--- src/catmull_rom_loop_evaluator_assert.svh ---
// Assertion macros shared by the Catmull-Rom loop evaluator RTL.
// Each macro expects signals named clk and arst_n in the enclosing module.
`ifndef CATMULL_ROM_LOOP_EVALUATOR_ASSERT_SVH
`define CATMULL_ROM_LOOP_EVALUATOR_ASSERT_SVH

// Condition that must hold at every clock edge outside reset.
`define CRE_ASSERT_ALWAYS(lbl, cond, msg) \
	lbl: assert property (@(posedge clk) disable iff (!arst_n) (cond)) else $error(msg);

// Consequence that must hold in the cycle after the antecedent.
`define CRE_ASSERT_NEXT(lbl, ante, cons, msg) \
	lbl: assert property (@(posedge clk) disable iff (!arst_n) (ante) |=> (cons)) else $error(msg);

`endif

--- src/cre_pkg.sv ---
// Shared types and constants of the Catmull-Rom loop evaluator.
// No dependencies; imported by every module of the block except cre_ram.
package cre_pkg;

	localparam int SLOT_W     = 6;
	localparam int COORD_W    = 32;
	localparam int ELAPSED_W  = 32;
	localparam int PC_W       = 7;
	localparam int LT_W       = 24;
	localparam int CFG_W      = 24;
	localparam int PT_W       = 3 * COORD_W;
	localparam int PAY_W      = SLOT_W + PT_W;
	localparam int ACC_W      = 40;
	localparam int Q_DEPTH    = 4;
	localparam int Q_AW       = 2;
	localparam int ARITH_STAGES = 7;
	localparam int SEG_W      = 6;
	localparam int FRAC_OUT_W = 16;
	localparam logic [PC_W-1:0] PC_RESET = 7'd4;
	localparam logic [LT_W-1:0] LT_RESET = 24'd1000;

	typedef enum logic [0:0] {
		CMD_LOAD = 1'b0,
		CMD_EVAL = 1'b1
	} cmd_t;

	typedef enum logic [0:0] {
		REG_POINT_COUNT = 1'b0,
		REG_LOOP_TIME   = 1'b1
	} reg_idx_t;

	// Queue entry: evaluate flag plus a payload that holds either
	// {slot, x, y, z} for a load or the scaled time in its low bits.
	typedef struct packed {
		logic             eval;
		logic [PAY_W-1:0] pay;
	} item_t;

	typedef struct packed {
		logic                  valid;
		logic [SEG_W-1:0]      segment;
		logic [FRAC_OUT_W-1:0] fraction;
	} meta_t;

endpackage

--- src/cre_front.sv ---
// Front end: accepts items, classifies them, scales the time and queues them.
// Depends on cre_pkg and the assertion macro header.
`include "catmull_rom_loop_evaluator_assert.svh"

module cre_front
	import cre_pkg::*;
#(
	parameter int MAX_POINTS = 64
) (
	input  logic                          clk,
	input  logic                          arst_n,
	input  logic                          in_valid,
	output logic                          in_ready,
	input  logic                          cmd,
	input  logic [SLOT_W-1:0]             point_slot,
	input  logic signed [COORD_W-1:0]     coord_x,
	input  logic signed [COORD_W-1:0]     coord_y,
	input  logic signed [COORD_W-1:0]     coord_z,
	input  logic [ELAPSED_W-1:0]          elapsed_ms,
	input  logic [$clog2(MAX_POINTS+1)-1:0] cnt,
	output item_t                         head,
	output logic                          head_valid,
	input  logic                          pop
);

	localparam int CNT_W = $clog2(MAX_POINTS + 1);
	localparam int NUM_W = ELAPSED_W + CNT_W;

	logic [NUM_W-1:0] num;
	item_t            item;
	logic             push;
	logic             pop_do;
	item_t            mem_q [Q_DEPTH];
	logic [Q_AW-1:0]  wr_q;
	logic [Q_AW-1:0]  rd_q;
	logic [Q_AW:0]    fill_q;

	assign num       = NUM_W'(elapsed_ms) * NUM_W'(cnt);
	assign item.eval = (cmd == CMD_EVAL);
	assign item.pay  = item.eval ? PAY_W'(num) : {point_slot, coord_x, coord_y, coord_z};

	assign in_ready   = (fill_q != (Q_AW+1)'(Q_DEPTH));
	assign push       = in_valid & in_ready;
	assign head_valid = (fill_q != '0);
	assign pop_do     = pop & head_valid;
	assign head       = mem_q[rd_q];

	always_ff @(posedge clk) begin
		if (push) begin
			mem_q[wr_q] <= item;
		end
	end

	always_ff @(posedge clk or negedge arst_n) begin
		if (!arst_n) begin
			wr_q   <= '0;
			rd_q   <= '0;
			fill_q <= '0;
		end else begin
			if (push) begin
				wr_q <= wr_q + 1'b1;
			end
			if (pop_do) begin
				rd_q <= rd_q + 1'b1;
			end
			fill_q <= fill_q + (Q_AW+1)'(push) - (Q_AW+1)'(pop_do);
		end
	end

	`CRE_ASSERT_ALWAYS(a_fill_bounded, fill_q <= (Q_AW+1)'(Q_DEPTH), "queue overfilled")
	`CRE_ASSERT_NEXT(a_fill_grows, push && !pop_do, fill_q == $past(fill_q) + 1'b1, "fill lost")

endmodule

--- config.mk ---
export PLATFORM = sky130hd
export DESIGN_NAME = cre_front
export DESIGN_NICKNAME = d
export VERILOG_FILES = /design/src/cre_pkg.sv /design/src/cre_front.sv
export VERILOG_INCLUDE_DIRS = /design/src /design/src/src
export SDC_FILE = /design/constraint.sdc
export NUM_CORES = 1
export LEC_CHECK = 0
export ABC_CLOCK_PERIOD_IN_PS = 7200
export BUFFER_PORTS_ARGS = -buffer_cell sky130_fd_sc_hd__buf_2
export CAP_MARGIN = 40
export CORE_MARGIN = 5
export CORE_UTILIZATION = 55
export DETAILED_ROUTE_END_ITERATION = 8
export HOLD_SLACK_MARGIN = 0.1
export PLACE_DENSITY = 0.83
export SYNTH_ARGS = -nofsm -noshare
export SYNTH_HDL_FRONTEND = slang
export SYNTH_SLANG_ARGS = --single-unit
--- constraint.sdc ---
create_clock -name clk -period 7.2 [get_ports clk]
set_input_delay 0.36 -clock clk [delete_from_list [all_inputs] [get_ports clk]]
set_output_delay 0.36 -clock clk [all_outputs]
set_load 0.01 [all_outputs]
Word-level counts from Yosys, hierarchy flattened
Memories as Yosys holds them, arrays and structs flattened. Cells that the tools add are included.

Bits in registers: 7. Bits in latches: 0. Bits in writable memories: 412. Memory bits (read-only): 0. Bits of input ports: 146. Output and inout bits: 105. Logic and storage cells: 16. Memories: 1.

Memory list: mem_q (words 4, bits a word 103, rd ports 1, clocked after memory_dff 0, wr ports 1, RTL line cre_front.sv:33) `item_t mem_q [Q_DEPTH];`.

Add/subtract/negate cells: 4. Multipliers: 1. Divide/modulo/power cells: 0. Order comparisons: 0. Eq/ne operators: 1. Shift-type cells: 0. Muxes and demuxes: 3. Bitwise operators: 2. Reductions and logical operators: 1.

Operators by type and width (number): $mux W102 (1); $mul A32 B7 Y39 (1); $add A2 B1 Y2 const B (2); $add A3 B1 Y3 (1); $ne A3 B3 Y1 const B (1); $reduce_bool A3 Y1 (1); $sub A3 B1 Y3 (1); $and A1 B1 Y1 (2); $mux W1 (2).

Logic depth before layout (Yosys ltp)
Word-level depth: 4. Depth in mapped cells: 19. Gate-level depth less buffers: 17.

Least setup slack after synthesis
OpenSTA, ideal clock, no wires.

Kind: input to register. Start: input port cnt[1]. End: memory mem_q[0][35] (netlist bit), data pin. Library setup time: 0.278 ns. Data arrival time: 4.664 ns. Required time: 6.922 ns. Slack: 2.258 ns. Stages on the path: 18. Buffers on the path: 1. Path through: clkbuf_1 -> and2_1 -> fa_1 -> inv_1 -> fa_1 -> inv_1 -> fa_1 -> inv_1 -> fa_1 -> inv_1 -> ha_1 -> o211ai_2 -> o21ai_2 -> a31oi_2 -> o211ai_4 -> a31oi_4 -> o311a_1 -> or3_1.

RTL lines: from (decl) (RTL line cre_front.sv:20) `input logic [$clog2(MAX_POINTS+1)-1:0] cnt,`; to (decl) (RTL line cre_front.sv:33).

==> run_results.csv <==
group,metric,value,unit
global_routing,grt_max_degree,81,
placed_design,place_area,25100,sq um
clock_network,post-cts-setup-buffer-count,0,
detailed_routing,avgViaCountPerCell,5.70,
placed_design,port_buffers,250,
cells_and_area,layout_commonest_cell,"edfxtp_1",
detailed_routing,firstDrtPassIters,4,
yosys,ys_ff_latch,419,
yosys,ys_types,59,
global_routing,grt_overflow_total,0,
cells_and_area,final_nets,2158,
floorplanning,core-area,41900,sq um
yosys,synth_area_per_cell,14.8,sq um
clock_network,cts.path.max_buffers,3,
cells_and_area,mostFrequentLayoutCells,"412 x edfxtp_1, 249 x buf_2, 174 x and2_1, 151 x inv_1, 150 x fa_1",
job,cap_violations,0,
clock_network,h-tree-depth,2,
floorplanning,initial_core_util,55.6,%
floorplanning,io_pins,251,
hold_path,hold_depth,2,
worst_setup_path,start_kind,"primary input",
floorplanning,die_w,216,microns
run_status,outcome,"finished, final reports clean",
detailed_routing,wirelength,49800,microns
worst_setup_path,cp-end-kind,"flop",
power_and_ir_drop,leakage,10.3,nW
detailed_routing,post_drt_wl_per_cell,21.0,microns
yosys,yosys_warnings,0,
timing,fin_crit_sh,72.4,%
worst_setup_path,cp.arrival,5450,ps
detailed_routing,ant_nets,0,
yosys,netlist_top_cells_area,"edfxtp_1 53%, fa_1 13%, mux4_2 10%, and2_1 4.7%, ha_1 3.4%",
timing,final_hold_viol_count,0,
timing,whs,195,ps
clock_network,clkSinkCount,419,
worst_setup_path,worst-setup-path-type,"in2reg",
yosys,yosysTopAreaCell,"edfxtp_1",
worst_setup_path,required,7430,ps
detailed_routing,drc,0,
yosys,post-synth-top-area-fraction,53.1,%
clock_network,clkLatencyLatePin,520,ps
power_and_ir_drop,powerDensity,410,nW/um^2
worst_setup_path,critical_path.max_fanout,32,
placed_design,gp_congestion,0.951,
timing,setup_viol,0,
hold_path,hold_class,"in2reg",
yosys,syn_nets,1930,
cells_and_area,layout-drive-gt1-share,24.9,%
timing,setup-tns-final,0,ps
global_routing,antenna_found_initial,8,
floorplanning,std_cell_rows,75,
floorplanning,fp.dieH,216,microns
detailed_routing,vias,13496,
yosys,ys_seq_area_share,53.8,%
clock_network,cts_made_buffers,37,
timing,worst_slew_pin_slew,810,ps
timing,maxSlewViolCount,0,
timing,period_minus_slack,5220,ps
clock_network,clk_pin_slew,60,ps
detailed_routing,drt-initial-drc-count,907,
floorplanning,die-area,46600,sq um
timing,rsz0062_at_grt,"no",
worst_setup_path,r2r_cells,4,
timing,skew,12.7,ps
cells_and_area,fin_area,26400,sq um
cells_and_area,area.growth.synth_to_final,13.3,%
yosys,async_reset_ff_share,1.67,%
yosys,synth_edf_count,412,
yosys,synthFlopType,"edfxtp_1",
clock_network,root_buffer,"clkbuf_16",
global_routing,grt_pass1_vias,14433,
timing,maxSlewHeadroom,45.3,%
placed_design,hpwl,34900,microns
global_routing,grt_use_total,21.6,%
yosys,syn_inst,1571,
yosys,syn_area,23300,sq um
timing,fmax,192,MHz
global_routing,grt_pass1_wl,80200,microns
clock_network,tritoncts,"built",
power_and_ir_drop,peakVddDrop,0.000214,V
==> cells in the mapped netlist, types with 7 or more instances <==
cell / count
ha_1: 63
clkbuf_1: 50
xnor2_1: 22
mux2_2: 25
xor2_1: 9
inv_1: 151
a21o_1: 12
fa_1: 150
mux4_2: 103
dfrtp_1: 7
a21oi_1: 42
nor2b_1: 64
and2_1: 174
edfxtp_1: 412
o21bai_1: 8
buf_2: 9
and3_1: 9
nor2_1: 27
buf_1: 11
o21ai_0: 24
nand2_1: 98
nand4_1: 12
==> per-layer routing <==
layer	track usage [%]	wire, microns	vias up
met4	5.31	1160	8
met2	36.6	24600	487
met1	29.3	20300	6821
met5	0	44	-
met3	4.41	3720	78
li1	-	-	6102
==> sequential cells by signal, summed over array words and instances, names as in the netlist <==
signal  flops
mem_q     412
fill_q      3
rd_q        2
wr_q        2
==> worst paths after layout <==
kind / endpoint / startpoint / slack, ps
setup / recovery: mem_q[0][33] / cnt[1] / 1980
hold / removal: mem_q[1][27] / coord_z[27] / 200
setup reg to reg: mem_q[1][23] / fill_q[1] / 4540
hold reg to reg: fill_q[2] / fill_q[2] / 520
max in group asynchronous: rd_q[1] / arst_n / 6810
min in group asynchronous: fill_q[2] / arst_n / 210
==> final cells by class <==
cell class / instances / area, sq um
Sequential cell: 419 / 12600
Timing Repair Buffer: 259 / 1340
Antenna cell: 4 / 10.0
Clock buffer: 44 / 995
Multi-Input combinational cell: 931 / 9940
Tap cell: 539 / 674
Clock inverter: 22 / 325
Fill cell: 3040 / 15500
Inverter: 151 / 567
==> cell families after synthesis <==
group / Yosys count / share of synthesized area, %
flops: 419 / 53.8
simple gates: 416 / 9.80
buf+inv: 221 / 3.61
fa+ha+maj: 213 / 16.3
compound gates: 142 / 4.11
mux: 129 / 11.2
xor+xnor: 31 / 1.17
==> per-stage QoR <==
| step | instances | power [mW] | utilization (%) | worst slack [ps] |
|---|---|---|---|---|
| floorplan | 1571 | 7.25 | - | 2260 |
| global placement | 2298 | 8.66 | 59.7 | 1660 |
| detailed placement | 2298 | 8.77 | 59.7 | 1520 |
| CTS | 2365 | 10.9 | 62.9 | 2060 |
| global route | 2367 | 11.5 | 62.9 | 1650 |
| finish | 2369 | 10.8 | 62.9 | 1980 |
==> what timing repair did <==
item	CTS	global route
resized for setup	0	0
hold buffers	1	0
hold endpoints to repair	7	0
==> critical path, cell delays in order <==
cell	delay [ps]
buf_2	280
and2_1	250
fa_1	530
inv_1	60
fa_1	520
inv_1	50
fa_1	470
inv_1	50
fa_1	480
inv_1	40
ha_1	350
o211ai_2	130
o211ai_1	280
nor3b_1	390
o21ai_1	230
a21boi_1	320
nor2_1	70
o311ai_0	580
==> where the power goes <==
group | internal, mW | leakage [nW] | switching (mW)
logic | 2.07 | 5.74 | 2.89
clock network | 1.28 | 0.641 | 0.823
registers | 3.53 | 3.90 | 0.233
No activity file was read; power rests on OpenSTA's default activity.
